File: src/hw/rtl/hmi_pkg.sv
// Shared constants and types for the hyperbolic moveout index unit.
package hmi_pkg;

  // Default sizes of the trace, offset and velocity grids.
  localparam int DefMaxSamples    = 1024;
  localparam int DefMaxOffsets    = 256;
  localparam int DefMaxVelocities = 256;

  // Field widths.
  localparam int SampleW   = 10;
  localparam int TimeW     = 24;
  localparam int OffsetW   = 16;
  localparam int OffIdxW   = 8;
  localparam int VelIdxW   = 8;
  localparam int VelSqW    = 30;
  localparam int IntervalW = 16;
  localparam int CountW    = 11;
  localparam int IndexW    = 18;
  localparam int InDataW   = 96;
  localparam int OutDataW  = 40;
  localparam int CfgAddrW  = 2;
  localparam int CfgDataW  = 16;

  // Quotient bits resolved per divider stage.
  localparam int DivStep = 2;

  // Fixed-point scaling.
  localparam logic [19:0] MicroScale  = 20'd1000000;
  localparam logic [60:0] MoveCap     = 61'h1000_0000_0000_0000;
  // The cap applies once the quotient reaches floor(2^60 / 10^6) * 10^6.
  localparam logic [59:0] MoveSatFrom = 60'd1152921504606000000;

  // Configuration register indexes.
  localparam logic [CfgAddrW-1:0] CfgSampleInterval = 2'd0;
  localparam logic [CfgAddrW-1:0] CfgNumSamples     = 2'd1;
  localparam logic [CfgAddrW-1:0] CfgFirstSample    = 2'd2;

  localparam logic [IntervalW-1:0] RstSampleInterval = 16'd4000;
  localparam logic [CountW-1:0]    RstNumSamples     = 11'd1024;
  localparam logic [SampleW-1:0]   RstFirstSample    = 10'd0;

  // Bookkeeping that rides along with an item through the arithmetic units.
  typedef struct packed {
    logic               pass;
    logic [SampleW-1:0] sample;
    logic [OffIdxW-1:0] off_idx;
    logic [VelIdxW-1:0] vel_idx;
  } idx_info_t;

endpackage

File: src/hw/rtl/hmi_sqrt_pipe.sv
// Pipelined integer square root, one root bit per stage, with a side payload.
module hmi_sqrt_pipe import hmi_pkg::*; #(
  parameter int IN_W   = 62,
  parameter int SIDE_W = 1
) (
  input  logic                clk_i,
  input  logic                rst_ni,
  input  logic                en_i,
  input  logic                valid_i,
  input  logic [IN_W-1:0]     rad_i,
  input  logic [SIDE_W-1:0]   side_i,
  output logic                valid_o,
  output logic [IN_W/2-1:0]   root_o,
  output logic [SIDE_W-1:0]   side_o
);

  localparam int RootW = IN_W / 2;
  localparam int RemW  = RootW + 2;

  logic              valid_q [RootW];
  logic [RemW-1:0]   rem_q   [RootW];
  logic [RootW-1:0]  root_q  [RootW];
  logic [IN_W-1:0]   rad_q   [RootW];
  logic [SIDE_W-1:0] side_q  [RootW];

  for (genvar g = 0; g < RootW; g++) begin : g_stage
    logic              valid_in;
    logic [RemW-1:0]   rem_in, rem_nx;
    logic [RootW-1:0]  root_in, root_nx;
    logic [IN_W-1:0]   rad_in, rad_nx;
    logic [SIDE_W-1:0] side_in;

    if (g == 0) begin : g_first
      assign valid_in = valid_i;
      assign rem_in   = '0;
      assign root_in  = '0;
      assign rad_in   = rad_i;
      assign side_in  = side_i;
    end else begin : g_next
      assign valid_in = valid_q[g-1];
      assign rem_in   = rem_q[g-1];
      assign root_in  = root_q[g-1];
      assign rad_in   = rad_q[g-1];
      assign side_in  = side_q[g-1];
    end

    // Bring down two radicand bits and try the next root bit.
    always_comb begin
      logic [RemW+1:0] acc;
      logic [RemW+1:0] trial;
      acc    = {rem_in, rad_in[IN_W-1:IN_W-2]};
      trial  = {2'b00, root_in, 2'b01};
      rad_nx = {rad_in[IN_W-3:0], 2'b00};
      if (acc >= trial) begin
        acc     = acc - trial;
        root_nx = {root_in[RootW-2:0], 1'b1};
      end else begin
        root_nx = {root_in[RootW-2:0], 1'b0};
      end
      rem_nx = acc[RemW-1:0];
    end

    always_ff @(posedge clk_i or negedge rst_ni) begin
      if (!rst_ni) begin
        valid_q[g] <= 1'b0;
      end else if (en_i) begin
        valid_q[g] <= valid_in;
      end
    end

    always_ff @(posedge clk_i) begin
      if (en_i) begin
        rem_q[g]  <= rem_nx;
        root_q[g] <= root_nx;
        rad_q[g]  <= rad_nx;
        side_q[g] <= side_in;
      end
    end
  end

  assign valid_o = valid_q[RootW-1];
  assign root_o  = root_q[RootW-1];
  assign side_o  = side_q[RootW-1];

endmodule

File: config.mk
export PLATFORM = sky130hd
export DESIGN_NAME = hmi_sqrt_pipe
export DESIGN_NICKNAME = d
export VERILOG_FILES = /design/src/hw/rtl/hmi_pkg.sv /design/src/hw/rtl/hmi_sqrt_pipe.sv
export SDC_FILE = /design/constraint.sdc
export NUM_CORES = 2
export LEC_CHECK = 0
export BUFFER_PORTS_ARGS = -buffer_cell sky130_fd_sc_hd__buf_2
export CORE_MARGIN = 5
export CORE_UTILIZATION = 60
export CTS_CLUSTER_SIZE = 12
export DETAILED_ROUTE_END_ITERATION = 6
export PLACE_DENSITY_LB_ADDON = 0.1
export SYNTH_ARGS = -nofsm -noshare
export SYNTH_HDL_FRONTEND = slang
export SYNTH_SLANG_ARGS = --single-unit
File: constraint.sdc
create_clock -name clk_i -period 3.9 [get_ports clk_i]
set_clock_uncertainty 0.15 [all_clocks]
set_input_delay 0.585 -clock clk_i [delete_from_list [all_inputs] [get_ports clk_i]]
set_output_delay 0.585 -clock clk_i [all_outputs]
set_load 0.005 [all_outputs]
Word level (Yosys, flattened, before mapping)
Memory sizes are Yosys's and may differ from the RTL's. Index checks and enable logic that the tools add are counted.

Register bits after elaboration: 31. Output and inout port bits: 33. Memories kept: 4. Input bits: 67. RAM bits: 3875. Bits in latches: 0. Memory bits (read-only): 0.

Reductions and logical operators: 0. Magnitude comparators: 31. Bitwise logic cells: 0. Muxes and demuxes: 64. $add $sub $neg: 31. Div/mod/pow operators: 0. Multiply operators: 0. Eq/ne operators: 0. Shift-type cells: 0.

Memory list: rad_q (words 31, width 60, read ports 30, clocked after Yosys merged registers in 0, write ports 31, line hmi_sqrt_pipe.sv:23) `logic [IN_W-1:0] rad_q [RootW];`; rem_q (words 31, width 33, read ports 30, clocked after Yosys merged registers in 0, write ports 31, line hmi_sqrt_pipe.sv:21) `logic [RemW-1:0] rem_q [RootW];`; root_q (words 31, width 31, read ports 31, clocked after Yosys merged registers in 0, write ports 31, line hmi_sqrt_pipe.sv:22) `logic [RootW-1:0] root_q [RootW];`; side_q (words 31, width 1, read ports 31, clocked after Yosys merged registers in 0, write ports 31, line hmi_sqrt_pipe.sv:24) `logic [SIDE_W-1:0] side_q [RootW];`.

Operators with widths (number): $ge 35x33->1 (30); $mux 33 (31); $sub 33x33->33 (30); $mux 1 (33); $sub 2x1->3 const B (1); $ge 2x1->1 const B (1).

Logic depth before layout (Yosys ltp)
An unclocked memory read counts as a cell.

Depth after elaboration: 3. Depth in mapped cells: 14.

Worst setup path before layout
No wires, ideal clock.

Kind: register to register. Start: mem rem_q[1][240] (netlist bit). End: mem rem_q[1][284] (netlist bit) (data pin). Period minus slack after synthesis: 3.404 ns. Slack: 0.496 ns. Data arrival time: 2.994 ns. Cell stages (with the launch flop): 12. Setup time: 0.260 ns. Buffers on the path: 1. Required time: 3.490 ns. Cell sequence: edfxtp_1 -> ha_1 -> and2_1 -> and3_1 -> or3b_2 -> o22ai_1 -> nand4_1 -> a21oi_1 -> nor2_1 -> inv_2 -> buf_2 -> mux2_2.

RTL lines (line): from (decl) (hmi_sqrt_pipe.sv:21).

==> results.yml <==
timing:
  worstMarginPinSlew_ns: 0.9210
  fin_setup_tns_ns: 0
  setup_slack_ns: 0.06717
  setup_viol: 0
  fmax_mhz: 260.9
  final-hold-violation-count: 0
  relSlewSlack: 0.3813
  hold_ws_ns: 0.1447
  maxSlewViolCount: 0
  post-route-period-util: 0.9828
  rsz0062_at_grt: "no"
  fin_crit_ns: 3.833
power_and_ir_drop:
  power_density_mw_per_mm2: 582.5
  ir_drop_mv: 0.4779
  p_leak_nw: 48.32
synthesis:
  synth_ff_type: "edfxtp_1"
  ys_seq_area_frac: 0.6451
  synth-edff-count: 2399
  synthArstFlopShare: 0.01276
  avgSynthCellArea_um2: 12.92
  syn-instance-count: 8738
  ys_ff_latch: 2430
  syn-num-nets: 9333
  synth_area_mm2: 0.1129
  yosysUniqueCellTypes: 93
  ys_warn_count: 0
die:
  die_area_mm2: 0.1969
  die-width_um: 443.7
  initial_core_util: 0.6023
  rows: 159
  ios: 100
  core_area_mm2: 0.1874
  die_h_um: 443.7
placed_design:
  dpl.hpwl_um: 167300
  place_area_mm2: 0.1176
  io_buffers: 99
  pre_cts_ws_ns: 0.1424
  placed_cells: 11340
  place.gp.congestion: 0.9181
global_routing:
  gr-total-overflow: 0
  grt_pass1_vias: 67420
  antenna_found_initial: 1
  grt_pass1_wl_um: 369400
  track_usage: 0.2341
  grt_max_degree: 140
final_layout:
  mostFrequentLayoutCells: "edfxtp_1, inv_1, nand2_1"
  layout_commonest_cell: "edfxtp_1"
  nNetsFinal: 9782
  design_area_mm2: 0.1264
  syn_to_final_growth_pct: 12.00
  drive_gt1_frac: 0.09021
  final_cells: 11830
clock_tree:
  h-tree-depth: 5
  cts_tree: "yes"
  clkLatencyLatePin_ns: 0.90
  cts-buffers-inserted: 278
  clock_path_buffers: 4
  post-cts-setup-buffers: 0
  clk_pin_slew_ns: 0.05
  cts-root-buf: "clkbuf_16"
  clock_sinks: 2430
route:
  wl_per_cell_um: 19.71
  first_pass_iters: 6
  drc: 0
  avgViaCountPerCell: 5.821
  dr_total_vias: 68870
  routed_wl_um: 233200
  drtAntennaViolNets: 0
  drtIter0Drc: 5704
status:
  status: "finished, final reports clean"
critical_path:
  worstPathArrival_ns: 4.28
  endpoint_kind: "flop"
  worstSetupPathType: "reg2reg"
  start_kind: "flop"
  critPathMaxFanout: 24
  critPathRequiredTime_ns: 4.35
hold_path:
  hold_path.class: "in2async"
flow_run:
  maxCapViolations: 0
-- report_power, final --
group,internal (mW),total (mW),switching (mW)
clock network,14.0,23.5,9.52
logic,6.32,15.0,8.66
registers,32.9,35.2,2.25
-- flip-flops by register name, summed over array words and instances (netlist names) --
name	cells
valid_o	1
side_q	31
g_stage.valid_in	30
root_q	496
rem_q	942
rad_q	930
-- worst max-delay path, stage by stage (launching register included) --
cell       delay, ns
edfxtp_1        0.52
inv_1           0.08
ha_1            0.38
o211ai_1        0.14
nand2_1         0.15
o2111ai_1       0.19
a31oi_1         0.41
a31oi_1         0.24
o31ai_4         0.42
buf_4           0.34
nor2_1          0.06
a21oi_1         0.43
-- cell usage after synthesis (96+ instances only) --
cell type	number	area (um^2)
edfxtp_1	2399	72040
inv_1	673	2526
nand2_1	600	2252
nor2_1	574	2155
a21oi_1	546	2733
ha_1	528	6606
o21ai_0	437	2187
xnor2_1	384	3363
xor2_1	369	3232
nor3_1	232	1161
a21o_1	185	1389
nand3_1	169	845.8
mux2_2	129	1453
nor4_1	129	807.0
clkbuf_1	126	473.0
or3_1	96	600.6
-- routing by layer --
layer / vias up / global-route usage / wire length [um]
met3: 485 / 0.03024 / 10920
met5: - / 0 / 0
met2: 1779 / 0.3902 / 113100
met4: 0 / 0.07654 / 7486
met1: 33360 / 0.3229 / 101600
li1: 33240 / - / -
-- worst paths after layout --
| check | start | to | slack (ns) | cells after the start |
|---|---|---|---|---|
| worst max-delay path | root_q[9][31]$_DFFE_PP_ | rem_q[1][133]$_DFFE_PP_ | 0.07 | 11 |
| worst min-delay path | rst_ni | g_stage[1].valid_in$_DFFE_PN0P_ | 0.14 | 2 |
| worst max register to register | root_q[9][31]$_DFFE_PP_ | rem_q[1][133]$_DFFE_PP_ | 0.07 | 11 |
| worst min register to register | rad_q[1][35]$_DFFE_PP_ | rad_q[1][97]$_DFFE_PP_ | 0.25 | 0 |
| min in group clk_i | rad_i[57] | rad_q[0][57]$_DFFE_PP_ | 0.23 | 2 |
| max in group asynchronous | rst_ni | g_stage[30].valid_in$_DFFE_PN0P_ | 2.95 | 2 |
-- cells by family after synthesis --
family	share of synthesized area
and+or+nand+nor	0.09997
muxes	0.01500
other	0.00003322
xor gates and xnor gates	0.05843
adders and majority gates	0.05853
AOI/OAI and AO/OA	0.09425
DFF	0.6451
buffers and inverters	0.02869
-- layout make-up --
| type | count | area [um^2] |
|---|---|---|
| Fill cell | 13440 | 60990 |
| Tap cell | 2495 | 3122 |
| Sequential cell | 2430 | 72810 |
| Clock buffer | 349 | 7381 |
| Multi-Input combinational cell | 5457 | 36970 |
| Inverter | 677 | 2541 |
| Antenna cell | 1 | 2.502 |
| Timing Repair Buffer | 343 | 2905 |
| Clock inverter | 78 | 683.2 |
-- what timing repair did --
action	4_1_cts	5_1_grt
endpoints found under the setup margin	0	69
hold endpoints to repair	108	0
hold buffers	67	0
resized for setup	0	15
-- metrics by stage --
stage | power [mW] | util
detailed placement | 50.30 | 0.6276
global placement | 50.05 | 0.6276
floorplan | 45.33 | -
global route | 77.34 | 0.6746
CTS | 74.17 | 0.6742
finish | 73.63 | 0.6746
Note: power is estimated with default switching activity, not from simulation.
