File: config.mk
export PLATFORM = sky130hd
export DESIGN_NAME = hmi_div_pipe
export DESIGN_NICKNAME = d
export VERILOG_FILES = /design/src/hw/rtl/hmi_pkg.sv /design/src/hw/rtl/hmi_div_pipe.sv
export SDC_FILE = /design/constraint.sdc
export NUM_CORES = 2
export LEC_CHECK = 0
export BUFFER_PORTS_ARGS = -buffer_cell sky130_fd_sc_hd__buf_2
export CAP_MARGIN = 20
export CELL_PAD_IN_SITES_DETAIL_PLACEMENT = 1
export CELL_PAD_IN_SITES_GLOBAL_PLACEMENT = 1
export CORE_AREA = 2 2 366 368
export CTS_BUF_LIST = sky130_fd_sc_hd__clkbuf_8
export CTS_CLUSTER_SIZE = 25
export DETAILED_ROUTE_END_ITERATION = 8
export DIE_AREA = 0 0 368 370
export MAX_ROUTING_LAYER = met4
export PLACE_DENSITY = 0.8
export SLEW_MARGIN = 20
export SYNTH_ARGS = -nofsm -noshare
export SYNTH_HDL_FRONTEND = slang
export SYNTH_SLANG_ARGS = --single-unit
File: constraint.sdc
create_clock -name clk_i -period 7.7 [get_ports clk_i]
set_input_delay 1.54 -clock clk_i [delete_from_list [all_inputs] [get_ports clk_i]]
set_output_delay 1.54 -clock clk_i [all_outputs]
set_load 0.03 [all_outputs]
File: src/hw/rtl/hmi_pkg.sv
// Shared constants and types for the hyperbolic moveout index unit.
package hmi_pkg;

  // Default sizes of the trace, offset and velocity grids.
  localparam int DefMaxSamples    = 1024;
  localparam int DefMaxOffsets    = 256;
  localparam int DefMaxVelocities = 256;

  // Field widths.
  localparam int SampleW   = 10;
  localparam int TimeW     = 24;
  localparam int OffsetW   = 16;
  localparam int OffIdxW   = 8;
  localparam int VelIdxW   = 8;
  localparam int VelSqW    = 30;
  localparam int IntervalW = 16;
  localparam int CountW    = 11;
  localparam int IndexW    = 18;
  localparam int InDataW   = 96;
  localparam int OutDataW  = 40;
  localparam int CfgAddrW  = 2;
  localparam int CfgDataW  = 16;

  // Quotient bits resolved per divider stage.
  localparam int DivStep = 2;

  // Fixed-point scaling.
  localparam logic [19:0] MicroScale  = 20'd1000000;
  localparam logic [60:0] MoveCap     = 61'h1000_0000_0000_0000;
  // The cap applies once the quotient reaches floor(2^60 / 10^6) * 10^6.
  localparam logic [59:0] MoveSatFrom = 60'd1152921504606000000;

  // Configuration register indexes.
  localparam logic [CfgAddrW-1:0] CfgSampleInterval = 2'd0;
  localparam logic [CfgAddrW-1:0] CfgNumSamples     = 2'd1;
  localparam logic [CfgAddrW-1:0] CfgFirstSample    = 2'd2;

  localparam logic [IntervalW-1:0] RstSampleInterval = 16'd4000;
  localparam logic [CountW-1:0]    RstNumSamples     = 11'd1024;
  localparam logic [SampleW-1:0]   RstFirstSample    = 10'd0;

  // Bookkeeping that rides along with an item through the arithmetic units.
  typedef struct packed {
    logic               pass;
    logic [SampleW-1:0] sample;
    logic [OffIdxW-1:0] off_idx;
    logic [VelIdxW-1:0] vel_idx;
  } idx_info_t;

endpackage

File: src/hw/rtl/hmi_div_pipe.sv
// Pipelined restoring divider with a side payload, a few quotient bits per stage.
module hmi_div_pipe import hmi_pkg::*; #(
  parameter int NUM_W  = 32,
  parameter int DEN_W  = 16,
  parameter int SIDE_W = 1
) (
  input  logic              clk_i,
  input  logic              rst_ni,
  input  logic              en_i,
  input  logic              valid_i,
  input  logic [DEN_W-1:0]  rem_i,
  input  logic [NUM_W-1:0]  num_i,
  input  logic [DEN_W-1:0]  den_i,
  input  logic [SIDE_W-1:0] side_i,
  output logic              valid_o,
  output logic [NUM_W-1:0]  quo_o,
  output logic [SIDE_W-1:0] side_o
);

  // NUM_W is expected to be a multiple of DivStep.
  localparam int Stages = NUM_W / DivStep;

  logic              valid_q [Stages];
  logic [DEN_W-1:0]  rem_q   [Stages];
  logic [NUM_W-1:0]  nq_q    [Stages];
  logic [DEN_W-1:0]  den_q   [Stages];
  logic [SIDE_W-1:0] side_q  [Stages];

  for (genvar g = 0; g < Stages; g++) begin : g_stage
    logic              valid_in;
    logic [DEN_W-1:0]  rem_in, rem_nx, den_in;
    logic [NUM_W-1:0]  nq_in, nq_nx;
    logic [SIDE_W-1:0] side_in;

    if (g == 0) begin : g_first
      assign valid_in = valid_i;
      assign rem_in   = rem_i;
      assign nq_in    = num_i;
      assign den_in   = den_i;
      assign side_in  = side_i;
    end else begin : g_next
      assign valid_in = valid_q[g-1];
      assign rem_in   = rem_q[g-1];
      assign nq_in    = nq_q[g-1];
      assign den_in   = den_q[g-1];
      assign side_in  = side_q[g-1];
    end

    // The dividend shifts out at the top while quotient bits fill in at the bottom.
    always_comb begin
      logic [DEN_W:0] trial;
      rem_nx = rem_in;
      nq_nx  = nq_in;
      trial  = '0;
      for (int k = 0; k < DivStep; k++) begin
        trial = {rem_nx, nq_nx[NUM_W-1]};
        nq_nx = {nq_nx[NUM_W-2:0], 1'b0};
        if (trial >= {1'b0, den_in}) begin
          trial    = trial - {1'b0, den_in};
          nq_nx[0] = 1'b1;
        end
        rem_nx = trial[DEN_W-1:0];
      end
    end

    always_ff @(posedge clk_i or negedge rst_ni) begin
      if (!rst_ni) begin
        valid_q[g] <= 1'b0;
      end else if (en_i) begin
        valid_q[g] <= valid_in;
      end
    end

    always_ff @(posedge clk_i) begin
      if (en_i) begin
        rem_q[g]  <= rem_nx;
        nq_q[g]   <= nq_nx;
        den_q[g]  <= den_in;
        side_q[g] <= side_in;
      end
    end
  end

  assign valid_o = valid_q[Stages-1];
  assign quo_o   = nq_q[Stages-1];
  assign side_o  = side_q[Stages-1];

endmodule

[Word-level counts from Yosys, hierarchy flattened]
Memory sizes are Yosys's and may differ from the RTL's.
Index checks and enable logic that the tools add are counted.
Storage, ports and cells
  memories: 4
  register bits: 16
  bits in writable memories: 1040
  output and inout port bits: 34
  word-level logic and storage cells: 150
  input bits: 69
Memory list
  nq_q: words 16, bits a word 32, read ports 16, clocked after Yosys merged registers in 0, wr ports 16, RTL line hmi_div_pipe.sv:25  | logic [NUM_W-1:0] nq_q [Stages];
  den_q: words 16, bits a word 16, read ports 15, clocked after Yosys merged registers in 0, wr ports 16, RTL line hmi_div_pipe.sv:26  | logic [DEN_W-1:0] den_q [Stages];
  rem_q: words 16, bits a word 16, read ports 15, clocked after Yosys merged registers in 0, wr ports 16, RTL line hmi_div_pipe.sv:24  | logic [DEN_W-1:0] rem_q [Stages];
  side_q: words 16, bits a word 1, read ports 16, clocked after Yosys merged registers in 0, wr ports 16, RTL line hmi_div_pipe.sv:27  | logic [SIDE_W-1:0] side_q [Stages];
Cells by class
  order comparisons: 32
  add/sub/neg operators: 32
  mux-type cells: 66
Operators by type and width (number)
  $ge A17 B16 Y1: 32
  $mux W16: 32
  $sub A16 B16 Y16: 32
  $mux W1: 34

[Longest topological paths before layout]
An unclocked memory read counts as a cell.
  depth in word-level cells: 5
  depth in mapped cells: 25
  depth with buffers taken out: 22

[Least setup slack after synthesis]
No wires, ideal clock.
  kind: input to register
  from: input port den_i[2]
  to: memory rem_q[0][11], data pin
  slack: 1578 ps
  data required time: 7440 ps
  path buffers: 2
  stages on the path: 23
  arrival time: 5862 ps
  library setup time: 260 ps
  cells stage by stage: inv_1 ha_1 o21ai_0 a21oi_1 o21ai_0 a21oi_1 o21a_1 o21ai_1 clkbuf_1 nand2_1 a21boi_0 inv_1 ha_1 a21oi_1 nor2b_1 or4b_2 o21ai_0 a211oi_1 o21a_1 o21ai_0 o211ai_1 buf_2 mux2_2
RTL lines
  start: declaration: RTL line hmi_div_pipe.sv:13  | input logic [DEN_W-1:0] den_i,
  end: declaration: RTL line hmi_div_pipe.sv:24

==> results.yml <==
yosys:
  yosysTopAreaCell: "edfxtp_1"
  synthArstFlopShare_pct: 1.56
  synthTopCellsByArea: "edfxtp_1 51%, ha_1 11%, mux2_2 5.7%, xnor2_1 3.7%, a21oi_1 2.8%"
  ys_types: 98
  synth_seq_cells: 1024
  ys_seq_area_share_pct: 51.8
  synth_cells: 4931
  syn_area_per_cell_um2: 12.0
  synth_nets: 5543
  syn_area_um2: 59200
  synth_edf_count: 1008
  netlist.area_leader.share_pct: 51.1
  ys_warn_count: 0
  yosys_most_used_dff: "edfxtp_1"
floorplanning:
  dieWidth_um: 368
  die_area_um2: 136000
  die_y_um: 370
  rows: 134
  num_io_pins: 103
  core_area_um2: 132000
  initial_core_util_pct: 44.7
drt:
  antenna_left: 0
  drc: 0
  routed_wl_mm: 139
  first_pass_iters: 7
  vias_per_cell: 5.51
  vias: 39139
  wire_per_inst_um: 19.6
  drt_iter0_drc: 2239
clock_tree:
  cts_tree: "yes"
  post_cts_resized: 0
  cts_buffers: 178
  clock-root-buffer: "clkbuf_8"
  cts_buffer_depth: 3
  clkLatencyLatePin_ps: 900
  cts_setup_buffers: 0
  hold_buffers: 0
  clock_sinks: 1024
  clkSlewWorstSetupHoldPaths_ps: 60
  htree_levels: 4
cells_and_area:
  regArea_um2: 30700
  area_growth_pct: 10.4
  nFillCells: 14112
  layout-drive-gt1-share_pct: 14.2
  nets: 5794
  multi_input_area_um2: 26700
  final_common_cell: "edfxtp_1"
  final_cell_mix: "1008 x edfxtp_1, 512 x ha_1, 463 x inv_1"
sta:
  worstMarginPinSlew_ps: 1090
  fin_crit_ps: 6470
  hold_viol: 0
  fmax_ghz: 0.155
  setup_violations: 0
  finalCritPeriodShare_pct: 84.0
  fin_worst_skew_ps: 46.2
  final.setup.tns_ps: 0
  maxSlewViolCount: 0
  fin_ws_ps: 1230
  rsz0062_at_grt: "no"
  max_slew_margin_pct: 27.2
global_routing:
  track_usage_pct: 21.0
  grt_pass1_vias: 41302
  grt_pass1_wl_mm: 222
  grt-ovfl-total: 0
  grt_max_degree: 181
  antenna_found_initial: 3
run:
  max_cap_viol_count: 0
critical_path:
  end_kind: "flop"
  cp.required_ps: 8310
  arrival_ps: 7080
  critPathKind: "flop to flop"
  r2r.worst_path.cells: 18
  setup.worst_path.start_class: "flop"
  cp_max_fo: 17
placed_design:
  place_ws_ps: 909
  gp_congestion: 0.877
  port_buffers: 102
  dpl.hpwl_mm: 106
run_status:
  status: "finished, final reports clean"
min_path:
  worstHoldPathCells: 0
  min_path_type: "flop to flop"
[state kept, by name, indices dropped and copies added, names as in the netlist]
signal / count
den_q: 240
rem_q: 240
nq_q: 512
valid_o: 1
side_q: 16
g_stage.valid_in: 15
[worst max-delay path: stages, from the launching register on]
cell and delay, ps:
edfxtp_1 420, inv_1 120, ha_1 300, a21o_1 210, a211oi_1 490, nor3_1 120, a2111oi_0 740, o31ai_4 350
a21oi_1 390, ha_1 330, nor2b_1 160, o31a_1 250, o21ai_1 160, a21boi_1 150, a221o_1 410, a31o_2 280
a221o_1 400, nor2_4 480, mux2_2 420
[synthesized netlist by cell type (65+ instances only)]
master    count
nor2_1      316
o21a_1       84
a21oi_1     329
mux2_2      299
edfxtp_1   1008
nor3_1       79
inv_1       415
nand4_1      72
xor2_1      120
xnor2_1     250
o21ai_0     226
nand2_1     238
a21o_1      145
ha_1        512
nand3_1      65
[per-layer routing]
metal | vias to the layer above | part of all wire, % | track usage [%]
met5 | - | 0 | -
met1 | 19334 | 44 | 25.8
met2 | 604 | 50 | 35.7
met4 | 0 | 2.4 | 6.23
li1 | 18974 | - | -
met3 | 227 | 3.3 | 3.31
[path summary, 6_finish.rpt]
| kind | to | slack [ps] | startpoint |
|---|---|---|---|
| setup reg to reg | rem_q[0][125] | 1230 | den_q[0][106] |
| min in group asynchronous | g_stage[1].valid_in | 560 | rst_ni |
| hold reg to reg | nq_q[1][102] | 400 | nq_q[1][68] |
| max in group asynchronous | g_stage[2].valid_in | 6850 | rst_ni |
| setup / recovery | rem_q[0][125] | 1230 | den_q[0][106] |
| hold / removal | nq_q[1][102] | 400 | nq_q[1][68] |
[kinds of logic (layout without fill, tap and decap cells)]
family | after synthesis | after routing | share of synthesized area, %
AOI/OAI and AO/OA | 1155 | 1155 | 13.0
xor gates and xnor gates | 370 | 370 | 5.47
adders and majority gates | 543 | 543 | 11.9
buffers and inverters | 486 | 882 | 3.19
DFF | 1024 | 1024 | 51.8
muxes | 345 | 345 | 6.58
other | 0 | 3 | 0
and+or+nand+nor | 1008 | 1008 | 8.15
[metrics by stage]
stage | utilization, % | hold WS, ps | instances | instance area (µm²)
global route | 49.4 | 391 | 7098 | 65400
finish | 49.4 | 402 | 7098 | 65400
floorplan | - | 400 | 4931 | 59200
global placement | 46.8 | 400 | 6769 | 62000
detailed placement | 46.8 | 405 | 6769 | 62000
CTS | 49.4 | 392 | 7094 | 65400
[final cells by class]
cell class                 instances  share of cell area, %
sequential                      1024                   46.9
multi-input combinational       3421                   40.8
clock buffer                     180                   3.79
tap                             1768                   3.38
inverter                         419                   2.40
clock inverter                   145                   1.40
timing repair buffer             138                   1.29
antenna                            3                 0.0115
Power is not shown: default switching activity piles up to over one toggle a cycle in this logic, so the estimate is an artifact.
